$ cat config.mk
export PLATFORM = sky130hd
export DESIGN_NAME = ipv6_extension_chain_parser
export DESIGN_NICKNAME = d
export VERILOG_FILES = /design/src/rtl/ipv6ecp_pkg.sv /design/src/rtl/ipv6ecp_core.sv /design/src/rtl/ipv6_extension_chain_parser.sv
export SDC_FILE = /design/constraint.sdc
export NUM_CORES = 1
export LEC_CHECK = 0
export BUFFER_PORTS_ARGS = -buffer_cell sky130_fd_sc_hd__buf_4
export CORE_MARGIN = 5
export CORE_UTILIZATION = 34
export DETAILED_ROUTE_END_ITERATION = 12
export HOLD_SLACK_MARGIN = 0.03
export SLEW_MARGIN = 20
export SYNTH_ARGS = -nofsm -noshare
export SYNTH_HDL_FRONTEND = slang
export SYNTH_SLANG_ARGS = --single-unit
$ cat constraint.sdc
create_clock -name clock -period 14.78 [get_ports clock]
set_clock_uncertainty 0.2 [all_clocks]
set_input_delay 0 -clock clock [delete_from_list [all_inputs] [get_ports clock]]
set_output_delay 0 -clock clock [all_outputs]
set_load 0.01 [all_outputs]
$ cat src/rtl/ipv6ecp_pkg.sv
// ----------------------------------------------------------------------------
// ipv6ecp_pkg
// Types and constants shared by the IPv6 extension header chain parser.
// ----------------------------------------------------------------------------
package ipv6ecp_pkg;

   localparam int OFFSET_BITS = 17;
   localparam int COUNT_BITS  = 17;
   localparam int LIMIT_BITS  = 6;
   localparam int LEFT_BITS   = 11;

   localparam logic [LIMIT_BITS-1:0] MAX_EXT_RESET = 6'd16;

   // Next-header codes that continue the chain.
   localparam logic [7:0] NH_HOP      = 8'd0;
   localparam logic [7:0] NH_ROUTING  = 8'd43;
   localparam logic [7:0] NH_FRAGMENT = 8'd44;
   localparam logic [7:0] NH_AH       = 8'd51;
   localparam logic [7:0] NH_DEST     = 8'd60;

   localparam logic [3:0] IP_VERSION  = 4'd6;

   // Byte positions inside the base header.
   localparam int POS_VERSION   = 0;
   localparam int POS_LENGTH_HI = 4;
   localparam int POS_LENGTH_LO = 5;
   localparam int POS_NEXT_HDR  = 6;
   localparam int POS_HOP_LIMIT = 7;
   localparam int POS_BASE_END  = 39;

   localparam logic [LEFT_BITS-1:0] FRAG_BODY_BYTES = 11'd7;

   typedef enum logic [2:0] {
      PH_BASE        = 3'd0,
      PH_EXT_NEXT    = 3'd1,
      PH_EXT_LEN     = 3'd2,
      PH_EXT_BODY    = 3'd3,
      PH_PAY_LIMITED = 3'd4,
      PH_PAY_ALL     = 3'd5,
      PH_ERROR       = 3'd6
   } phase_type;

   typedef enum logic [1:0] {
      KIND_GENERIC = 2'd0,
      KIND_AH      = 2'd1,
      KIND_FRAG    = 2'd2
   } kind_type;

   typedef enum logic [2:0] {
      CLASS_BASE    = 3'd0,
      CLASS_EXT     = 3'd1,
      CLASS_PAYLOAD = 3'd2,
      CLASS_TRIMMED = 3'd3,
      CLASS_DISCARD = 3'd4
   } class_type;

   typedef enum logic [1:0] {
      ST_OK          = 2'd0,
      ST_BAD_VERSION = 2'd1,
      ST_CHAIN_LONG  = 2'd2,
      ST_TRUNCATED   = 2'd3
   } status_type;

   typedef struct packed {
      logic [7:0] packet_byte;
      logic       is_last_byte;
   } req_type;

   typedef struct packed {
      logic [7:0]             data_out;
      logic [2:0]             byte_class;
      logic [OFFSET_BITS-1:0] byte_offset;
      logic                   packet_done;
      logic [1:0]             status;
      logic [7:0]             upper_protocol;
      logic [7:0]             hop_limit_out;
      logic [LIMIT_BITS-1:0]  extension_count;
      logic [COUNT_BITS-1:0]  payload_count;
      logic [COUNT_BITS-1:0]  trimmed_count;
   } rsp_type;

endpackage

$ cat src/rtl/ipv6ecp_core.sv
// ----------------------------------------------------------------------------
// ipv6ecp_core
// Per-packet parse state and the combinational update that classes one byte.
// ----------------------------------------------------------------------------
module ipv6ecp_core
   import ipv6ecp_pkg::*;
#(
   parameter int POSITION_BITS = 17
) (
   input  logic                  clock,
   input  logic                  reset,
   input  logic                  step_valid,
   input  req_type               step_item,
   input  logic [LIMIT_BITS-1:0] max_ext,
   output rsp_type               step_result
);

   localparam logic [COUNT_BITS-1:0] CNT_MAX = '1;

   phase_type                phase_ff,        phase_in;
   logic [POSITION_BITS-1:0] position_ff,     position_in;
   logic [15:0]              decl_len_ff,     decl_len_in;
   logic [7:0]               cur_nh_ff,       cur_nh_in;
   logic [7:0]               pend_nh_ff,      pend_nh_in;
   logic [7:0]               hop_limit_ff,    hop_limit_in;
   kind_type                 kind_ff,         kind_in;
   logic [LEFT_BITS-1:0]     left_ff,         left_in;
   logic [LIMIT_BITS-1:0]    ext_seen_ff,     ext_seen_in;
   logic [COUNT_BITS-1:0]    ext_total_ff,    ext_total_in;
   logic [COUNT_BITS-1:0]    pay_seen_ff,     pay_seen_in;
   logic [COUNT_BITS-1:0]    trim_seen_ff,    trim_seen_in;
   status_type               err_ff,          err_in;

   function automatic logic [COUNT_BITS-1:0] sat_inc(input logic [COUNT_BITS-1:0] v);
      return (v != CNT_MAX) ? v + 1'b1 : CNT_MAX;
   endfunction

   logic [7:0]            b;
   logic                  do_begin;
   logic                  nh_generic;
   logic                  nh_ext;
   logic [COUNT_BITS-1:0] pay_room;
   class_type             cls;
   status_type            st;

   always_comb begin
      b            = step_item.packet_byte;
      phase_in     = phase_ff;
      decl_len_in  = decl_len_ff;
      cur_nh_in    = cur_nh_ff;
      pend_nh_in   = pend_nh_ff;
      hop_limit_in = hop_limit_ff;
      kind_in      = kind_ff;
      left_in      = left_ff;
      ext_seen_in  = ext_seen_ff;
      ext_total_in = ext_total_ff;
      pay_seen_in  = pay_seen_ff;
      trim_seen_in = trim_seen_ff;
      err_in       = err_ff;
      do_begin     = 1'b0;
      cls          = CLASS_DISCARD;
      pay_room     = {1'b0, decl_len_ff} - ext_total_ff;

      case (phase_ff)
         PH_BASE: begin
            cls = CLASS_BASE;
            if (position_ff == POSITION_BITS'(POS_VERSION)) begin
               if (b[7:4] != IP_VERSION) begin
                  err_in   = ST_BAD_VERSION;
                  phase_in = PH_ERROR;
               end
            end else if (position_ff == POSITION_BITS'(POS_LENGTH_HI)) begin
               decl_len_in = {b, 8'd0};
            end else if (position_ff == POSITION_BITS'(POS_LENGTH_LO)) begin
               decl_len_in = {decl_len_ff[15:8], b};
            end else if (position_ff == POSITION_BITS'(POS_NEXT_HDR)) begin
               cur_nh_in = b;
            end else if (position_ff == POSITION_BITS'(POS_HOP_LIMIT)) begin
               hop_limit_in = b;
            end
            if (position_ff >= POSITION_BITS'(POS_BASE_END) &&
                position_ff != POSITION_BITS'(POS_VERSION)) begin
               do_begin = 1'b1;
            end
         end
         PH_EXT_NEXT: begin
            cls          = CLASS_EXT;
            ext_total_in = sat_inc(ext_total_ff);
            pend_nh_in   = b;
            if (kind_ff == KIND_FRAG) begin
               left_in  = FRAG_BODY_BYTES;
               phase_in = PH_EXT_BODY;
            end else begin
               phase_in = PH_EXT_LEN;
            end
         end
         PH_EXT_LEN: begin
            cls          = CLASS_EXT;
            ext_total_in = sat_inc(ext_total_ff);
            // AH is (len + 2) * 4 bytes, the others (len + 1) * 8; two already read.
            if (kind_ff == KIND_AH) begin
               left_in = {1'b0, b, 2'b00} + LEFT_BITS'(6);
            end else begin
               left_in = {b, 3'b110};
            end
            phase_in = PH_EXT_BODY;
         end
         PH_EXT_BODY: begin
            cls          = CLASS_EXT;
            ext_total_in = sat_inc(ext_total_ff);
            if (left_ff != '0) begin
               left_in = left_ff - 1'b1;
            end
            if (left_in == '0) begin
               cur_nh_in = pend_nh_ff;
               do_begin  = 1'b1;
            end
         end
         PH_PAY_LIMITED: begin
            if (pay_seen_ff < pay_room) begin
               cls         = CLASS_PAYLOAD;
               pay_seen_in = sat_inc(pay_seen_ff);
            end else begin
               cls          = CLASS_TRIMMED;
               trim_seen_in = sat_inc(trim_seen_ff);
            end
         end
         PH_PAY_ALL: begin
            cls         = CLASS_PAYLOAD;
            pay_seen_in = sat_inc(pay_seen_ff);
         end
         default: begin
            cls = CLASS_DISCARD;
         end
      endcase

      // A header just ended: open the next extension header, the payload or the chain error.
      nh_generic = (cur_nh_in == NH_HOP) || (cur_nh_in == NH_ROUTING) ||
                   (cur_nh_in == NH_DEST);
      nh_ext     = nh_generic || (cur_nh_in == NH_AH) || (cur_nh_in == NH_FRAGMENT);
      if (do_begin) begin
         if (nh_ext) begin
            if (ext_seen_ff >= max_ext) begin
               err_in   = ST_CHAIN_LONG;
               phase_in = PH_ERROR;
            end else begin
               ext_seen_in = ext_seen_ff + 1'b1;
               if (nh_generic) begin
                  kind_in = KIND_GENERIC;
               end else if (cur_nh_in == NH_AH) begin
                  kind_in = KIND_AH;
               end else begin
                  kind_in = KIND_FRAG;
               end
               phase_in = PH_EXT_NEXT;
            end
         end else if ({1'b0, decl_len_in} >= ext_total_in) begin
            phase_in = PH_PAY_LIMITED;
         end else begin
            phase_in = PH_PAY_ALL;
         end
      end

      position_in = (position_ff != '1) ? position_ff + 1'b1 : position_ff;

      st = err_in;
      if (err_in == ST_OK &&
          (phase_in == PH_BASE || phase_in == PH_EXT_NEXT ||
           phase_in == PH_EXT_LEN || phase_in == PH_EXT_BODY)) begin
         st = ST_TRUNCATED;
      end

      step_result             = '0;
      step_result.data_out    = b;
      step_result.byte_class  = cls;
      step_result.byte_offset = OFFSET_BITS'(position_ff);
      if (step_item.is_last_byte) begin
         step_result.packet_done     = 1'b1;
         step_result.status          = st;
         step_result.upper_protocol  = cur_nh_in;
         step_result.hop_limit_out   = hop_limit_in;
         step_result.extension_count = ext_seen_in;
         step_result.payload_count   = pay_seen_in;
         step_result.trimmed_count   = trim_seen_in;
      end
   end

   always_ff @(posedge clock) begin
      if (reset || (step_valid && step_item.is_last_byte)) begin
         phase_ff     <= PH_BASE;
         position_ff  <= '0;
         decl_len_ff  <= '0;
         cur_nh_ff    <= '0;
         pend_nh_ff   <= '0;
         hop_limit_ff <= '0;
         kind_ff      <= KIND_GENERIC;
         left_ff      <= '0;
         ext_seen_ff  <= '0;
         ext_total_ff <= '0;
         pay_seen_ff  <= '0;
         trim_seen_ff <= '0;
         err_ff       <= ST_OK;
      end else if (step_valid) begin
         phase_ff     <= phase_in;
         position_ff  <= position_in;
         decl_len_ff  <= decl_len_in;
         cur_nh_ff    <= cur_nh_in;
         pend_nh_ff   <= pend_nh_in;
         hop_limit_ff <= hop_limit_in;
         kind_ff      <= kind_in;
         left_ff      <= left_in;
         ext_seen_ff  <= ext_seen_in;
         ext_total_ff <= ext_total_in;
         pay_seen_ff  <= pay_seen_in;
         trim_seen_ff <= trim_seen_in;
         err_ff       <= err_in;
      end
   end

endmodule

$ cat src/rtl/ipv6_extension_chain_parser.sv
// ----------------------------------------------------------------------------
// ipv6_extension_chain_parser
// Byte-stream IPv6 base header and extension header chain parser.
// ----------------------------------------------------------------------------
// The req_ channel carries one packet word per handshake: a byte and a flag
// that marks the last byte of the packet. Every accepted word produces exactly
// one word on the rsp_ channel: the byte itself, its class (base header,
// extension header, payload, trimmed trailer or discarded) and its offset.
// On the last byte the response also carries the packet summary: status,
// upper-layer protocol, hop limit, extension header count and the saturating
// payload and trimmed byte counts. Those summary fields are zero otherwise.
// The csr_ channel writes the extension header limit; it is always ready and
// should only be written while no packet is in flight.
// An accepted word is held in the input register and is parsed as it moves
// on into the response register, which drives rsp_valid and rsp_item.
// Throughput is one word per cycle while rsp_ready stays high; the single
// parse update between the input register and the response register sets
// that figure. Reset clears the valid flags of both registers and the parse
// state and restores the limit to 16. When the receiver holds rsp_ready low
// the response register holds, the input register fills, and then req_ready
// falls until the stall clears.
// ----------------------------------------------------------------------------
module ipv6_extension_chain_parser
   import ipv6ecp_pkg::*;
#(
   parameter int POSITION_BITS = 17
) (
   input  logic                  clock,
   input  logic                  reset,
   input  logic                  req_valid,
   output logic                  req_ready,
   input  req_type               req_item,
   output logic                  rsp_valid,
   input  logic                  rsp_ready,
   output rsp_type               rsp_item,
   input  logic                  csr_valid,
   output logic                  csr_ready,
   input  logic [LIMIT_BITS-1:0] csr_data
);

   logic                  in_valid_ff,  in_valid_in;
   req_type               in_item_ff;
   logic                  out_valid_ff, out_valid_in;
   rsp_type               out_item_ff;
   logic [LIMIT_BITS-1:0] max_ext_ff;
   logic                  advance;
   rsp_type               step_result;

   // The held word moves into the response register whenever that register
   // is empty or is being drained in this same cycle.
   assign advance   = in_valid_ff && (!out_valid_ff || rsp_ready);
   assign req_ready = !in_valid_ff || advance;
   assign csr_ready = 1'b1;
   assign rsp_valid = out_valid_ff;
   assign rsp_item  = out_item_ff;

   always_comb begin
      in_valid_in = in_valid_ff;
      if (req_valid && req_ready) begin
         in_valid_in = 1'b1;
      end else if (advance) begin
         in_valid_in = 1'b0;
      end
      out_valid_in = out_valid_ff;
      if (advance) begin
         out_valid_in = 1'b1;
      end else if (rsp_ready) begin
         out_valid_in = 1'b0;
      end
   end

   ipv6ecp_core #(
      .POSITION_BITS(POSITION_BITS)
   ) u_core (
      .clock       (clock),
      .reset       (reset),
      .step_valid  (advance),
      .step_item   (in_item_ff),
      .max_ext     (max_ext_ff),
      .step_result (step_result)
   );

   always_ff @(posedge clock) begin
      if (reset) begin
         in_valid_ff  <= 1'b0;
         out_valid_ff <= 1'b0;
         max_ext_ff   <= MAX_EXT_RESET;
      end else begin
         in_valid_ff  <= in_valid_in;
         out_valid_ff <= out_valid_in;
         if (csr_valid && csr_ready) begin
            max_ext_ff <= csr_data;
         end
      end
   end

   always_ff @(posedge clock) begin
      if (req_valid && req_ready) begin
         in_item_ff <= req_item;
      end
      if (advance) begin
         out_item_ff <= step_result;
      end
   end

endmodule
==> impl_summary.log <==
INFO  metric rows = 70
INFO  metric cts_max_level = 1
INFO  metric grt_pass1_vias = 10150
INFO  metric cts-root-buf = sky130_fd_sc_hd__clkbuf_16
INFO  metric die-height = 202.4 um
INFO  metric final.fill_count = 3605
INFO  metric max_slew_margin = 32.92%
INFO  metric initialDrtViolationCount = 661
INFO  metric min_period = approximately 6 ns
INFO  metric post-cts-setup-buffer-count = 0
INFO  metric antenna_found_initial = 1
INFO  metric syn-mean-instance-area = 9.091 sq um
INFO  metric max_slew.worst_pin.slew = 0.9970 ns
INFO  metric final_min_period_over_clock_period = 40.91%
INFO  metric drc = 0
INFO  metric buffer_ports.inserted = 108
INFO  metric setup_crit_end_kind = register
INFO  metric finalInstanceArea = 15070 sq um
INFO  metric required = ~15 ns
INFO  metric ys_ff_latch = 236
INFO  metric cts_tree = yes
INFO  metric hold_path_class = primary input to register
INFO  metric vias = 10610
INFO  metric status = complete, no violations
INFO  metric cts-root-to-sink-buffers = 3
INFO  metric synth-seq-area-share = 45.16%
INFO  metric grt_start_max_net_pins = 87
INFO  metric tritoncts_num_sinks = 236
INFO  metric placed_area = 13780 sq um
INFO  metric dp_hpwl = ~22000 um
INFO  metric number_of_synthesis_warnings = 0
INFO  metric synthesis.nets = 1471
INFO  metric vdd_drop_max = 0.07140 mV
INFO  metric floorplan.core_area = 36610 sq um
INFO  metric crit_chain = ha_1 > inv_1 > fa_1 > a21o_1 > a21oi_1 > o21ai_0 > a21oi_1 > nor2b_1 > o21a_1 > o31a_1 > o41ai_1 > xnor2_1 > ha_1 > nand3_1 > a211oi_1 > o311ai_0 > and2_1 > nand3_1 > a31oi_1 > nor2_1 > buf_4 > nand2_1 > nor2_1 > a311oi_1
INFO  metric grt_remaining_overflow = 0
INFO  metric power.density = between 100 and 150 nW/um^2
INFO  metric yosys_most_used_dff = sky130_fd_sc_hd__dfxtp_1
INFO  metric postSynthCellCount = 1385
INFO  metric cts-buffers-inserted = 27
INFO  metric drive_gt1_share = 13.05%
INFO  metric grt_setup_unrepaired = false
INFO  metric grt_pass1_wl = roughly 54000 um
INFO  metric gp_congestion = 0.8705
INFO  metric slowest_stage = sky130_fd_sc_hd__nor2_1
INFO  metric initial_core_util = about 34%
INFO  metric async_flop_share = 0%
INFO  metric grt_util_all_layers = 15.52%
INFO  metric fmax = about 170 MHz
INFO  metric setup_violations = 0
INFO  metric final_tns_setup = 0 ns
INFO  metric synth_cell_types = 76
INFO  metric leakage = 5.347 nW
INFO  metric avgViaCountPerCell = 5.347
INFO  metric setup.worst_path.class = register to register
INFO  metric pin_count = 110
INFO  metric antenna-diode-count = 0
INFO  metric synth-edff-count = 96
INFO  metric routed_wl = 32670 um
INFO  metric internal_reg_to_reg_setup_slack = 8.73 ns
INFO  metric drt-wirelength-per-cell = 16.46 um
INFO  metric clock_latency = between 0.5 and 0.6 ns
INFO  metric fin_nets = 1583
INFO  metric worstPathMaxFanout = 18
INFO  metric maxSlewViolCount = 0
INFO  metric antenna_violating_nets_post_route = 0
INFO  metric final_hold_viol_count = 0
INFO  metric max_cap_violations = 0
INFO  metric chipWidth = just over 200 um
INFO  metric post_synthesis_instance_area = 12590 sq um
INFO  metric critical_path.max_stage_delay = 0.58 ns
INFO  metric cp_data_arrival_time = between 6 and 7 ns
INFO  metric die_area = slightly above 40000 sq um
INFO  metric dr.pass1.iters = 5
INFO  metric clock_edge_transition_at_the_registers_on_the_reported_setup_and_hold_paths = 0.06 ns
INFO  metric startpoint_type_of_the_worst_setup_path = register
INFO  metric area.growth.synth_to_final = 19.70%
-- worst paths after layout --
check	start	endpoint	depth (start not counted)
max reg2reg	u_core.ext_total_ff[0]$_SDFFE_PP0P_	u_core.trim_seen_ff[10]$_SDFFE_PP0P_	24
min reg2reg	u_core.hop_limit_ff[7]$_SDFFE_PP0P_	u_core.hop_limit_ff[7]$_SDFFE_PP0P_	2
max	u_core.ext_total_ff[0]$_SDFFE_PP0P_	u_core.trim_seen_ff[10]$_SDFFE_PP0P_	24
min	reset	u_core.phase_ff[0]$_SDFFE_PP0P_	3
-- cells in the final DEF, fill, tap and decap left out, types with 8 or more instances in the layout --
cell / synthesis / routed
sky130_fd_sc_hd__a211oi_1: 42 / 41
sky130_fd_sc_hd__a21oi_1: 157 / 157
sky130_fd_sc_hd__a311oi_1: 29 / 29
sky130_fd_sc_hd__a31oi_1: 16 / 16
sky130_fd_sc_hd__and2_1: 14 / 14
sky130_fd_sc_hd__and3_1: 24 / 24
sky130_fd_sc_hd__buf_4: 1 / 122
sky130_fd_sc_hd__clkbuf_16: 0 / 27
sky130_fd_sc_hd__dfxtp_1: 140 / 140
sky130_fd_sc_hd__dlygate4sd3_1: 0 / 42
sky130_fd_sc_hd__edfxtp_1: 96 / 96
sky130_fd_sc_hd__ha_1: 65 / 65
sky130_fd_sc_hd__inv_1: 53 / 53
sky130_fd_sc_hd__mux2_2: 8 / 8
sky130_fd_sc_hd__mux2i_1: 36 / 36
sky130_fd_sc_hd__nand2_1: 115 / 115
sky130_fd_sc_hd__nand2b_1: 9 / 8
sky130_fd_sc_hd__nand3_1: 45 / 45
sky130_fd_sc_hd__nand4_1: 21 / 21
sky130_fd_sc_hd__nor2_1: 158 / 158
sky130_fd_sc_hd__nor2b_1: 18 / 17
sky130_fd_sc_hd__nor3_1: 24 / 23
sky130_fd_sc_hd__nor4_1: 9 / 8
sky130_fd_sc_hd__o21a_1: 10 / 10
sky130_fd_sc_hd__o21ai_0: 64 / 64
sky130_fd_sc_hd__or3_1: 17 / 17
sky130_fd_sc_hd__xnor2_1: 24 / 24
sky130_fd_sc_hd__xor2_1: 15 / 15
-- critical path: cells and delay by family (launching register included) --
family                     cells  cell delay [ns]
AOI/OAI and AO/OA             11             2.58
and+or+nand+nor                7             1.30
adders and majority gates      3             0.93
DFF                            1             0.44
buffers and inverters          2             0.28
xor gates and xnor gates       1             0.14
-- state kept, by name, summed over array words and instances, names as in the netlist --
name	cells
in_item_ff	9
in_valid_ff	1
max_ext_ff	6
rsp_item	87
rsp_valid	1
u_core.cur_nh_ff	8
u_core.decl_len_ff	16
u_core.err_ff	2
u_core.ext_seen_ff	6
u_core.ext_total_ff	17
u_core.hop_limit_ff	8
u_core.kind_ff	2
u_core.left_ff	11
u_core.pay_seen_ff	17
u_core.pend_nh_ff	8
u_core.phase_ff	3
u_core.position_ff	17
u_core.trim_seen_ff	17
-- synth_stat cells (18+ instances only) --
library cell	number	share of area, %
sky130_fd_sc_hd__edfxtp_1	96	23
sky130_fd_sc_hd__o21ai_0	64	2.5
sky130_fd_sc_hd__a311oi_1	29	2.0
sky130_fd_sc_hd__ha_1	65	6.5
sky130_fd_sc_hd__nor3_1	24	0.95
sky130_fd_sc_hd__nand3_1	45	1.8
sky130_fd_sc_hd__dfxtp_1	140	22
sky130_fd_sc_hd__nand4_1	21	1.0
sky130_fd_sc_hd__inv_1	53	1.6
sky130_fd_sc_hd__clkbuf_1	70	2.1
sky130_fd_sc_hd__mux2i_1	36	2.9
sky130_fd_sc_hd__xnor2_1	24	1.7
sky130_fd_sc_hd__a21oi_1	157	6.2
sky130_fd_sc_hd__nand2_1	115	3.4
sky130_fd_sc_hd__and3_1	24	1.2
sky130_fd_sc_hd__nor2_1	158	4.7
sky130_fd_sc_hd__nor2b_1	18	0.89
sky130_fd_sc_hd__a211oi_1	42	2.5
-- layer usage --
layer | share of wire [%] | routed length, um | vias to the layer above | track usage (%)
li1 | - | - | 5286 | -
met1 | 45 | 14770 | 4994 | 20.79
met2 | 47 | 15200 | 271 | 25.91
met3 | 5.5 | 1804 | 60 | 2.342
met4 | 2.7 | 881 | 2 | 4.874
met5 | 0.031 | 10 | - | 0
-- through the flow --
stage | std cells | utilization [%] | power, W | setup WS (ns) | hold WS, ns
after CTS | 1985 | 41.14 | 0.001541 | 8.759 | 0.04410
after floorplan | 1385 | - | 0.0008178 | 9.476 | -0.1011
after detailed placement | 1894 | 37.64 | 0.0008700 | 8.787 | -0.02033
after global placement | 1894 | 37.64 | 0.0008680 | 9.037 | -0.02032
after global routing | 1985 | 41.17 | 0.001584 | 8.251 | 0.08203
final | 1985 | 41.17 | 0.001521 | 8.734 | 0.08456
-- area by class of cell --
| type | instances | area, sq um | share of cell area, % |
|---|---|---|---|
| clock buffers | 35 | 729.5 | 4.840 |
| clock inverters | 14 | 132.6 | 0.8800 |
| inverters | 56 | 215.2 | 1.428 |
| multi-input cells | 1012 | 6386 | 42.37 |
| flip-flops and latches | 236 | 5685 | 37.73 |
| well taps | 468 | 585.6 | 3.885 |
| repair buffers | 164 | 1336 | 8.867 |
-- report_power, final --
group / total, W / internal, W / switching [W]
sequential: 0.000713 / 0.000696 / 0.0000167
clock: 0.000655 / 0.000383 / 0.000272
combinational: 0.000153 / 0.0000639 / 0.0000889
total: 0.00152 / 0.00114 / 0.000378
-- logic make-up after synthesis --
family / count (synthesis) / synth area share (%)
flip-flops: 236 / 45.16
AO/OA/AOI/OAI: 382 / 18.94
multiplexers: 44 / 3.578
buffers and inverters: 137 / 4.432
XOR/XNOR: 39 / 2.713
other: 1 / 0.02978
AND/OR/NAND/NOR: 480 / 18.53
adder cells (fa/ha/maj): 66 / 6.618
-- timing repair --
action,CTS,global route
gates resized for setup,0,0
hold buffers,42,0
endpoints found under the hold margin,38,0
setup endpoints to repair,0,0
(Power assumes the default switching activity.)
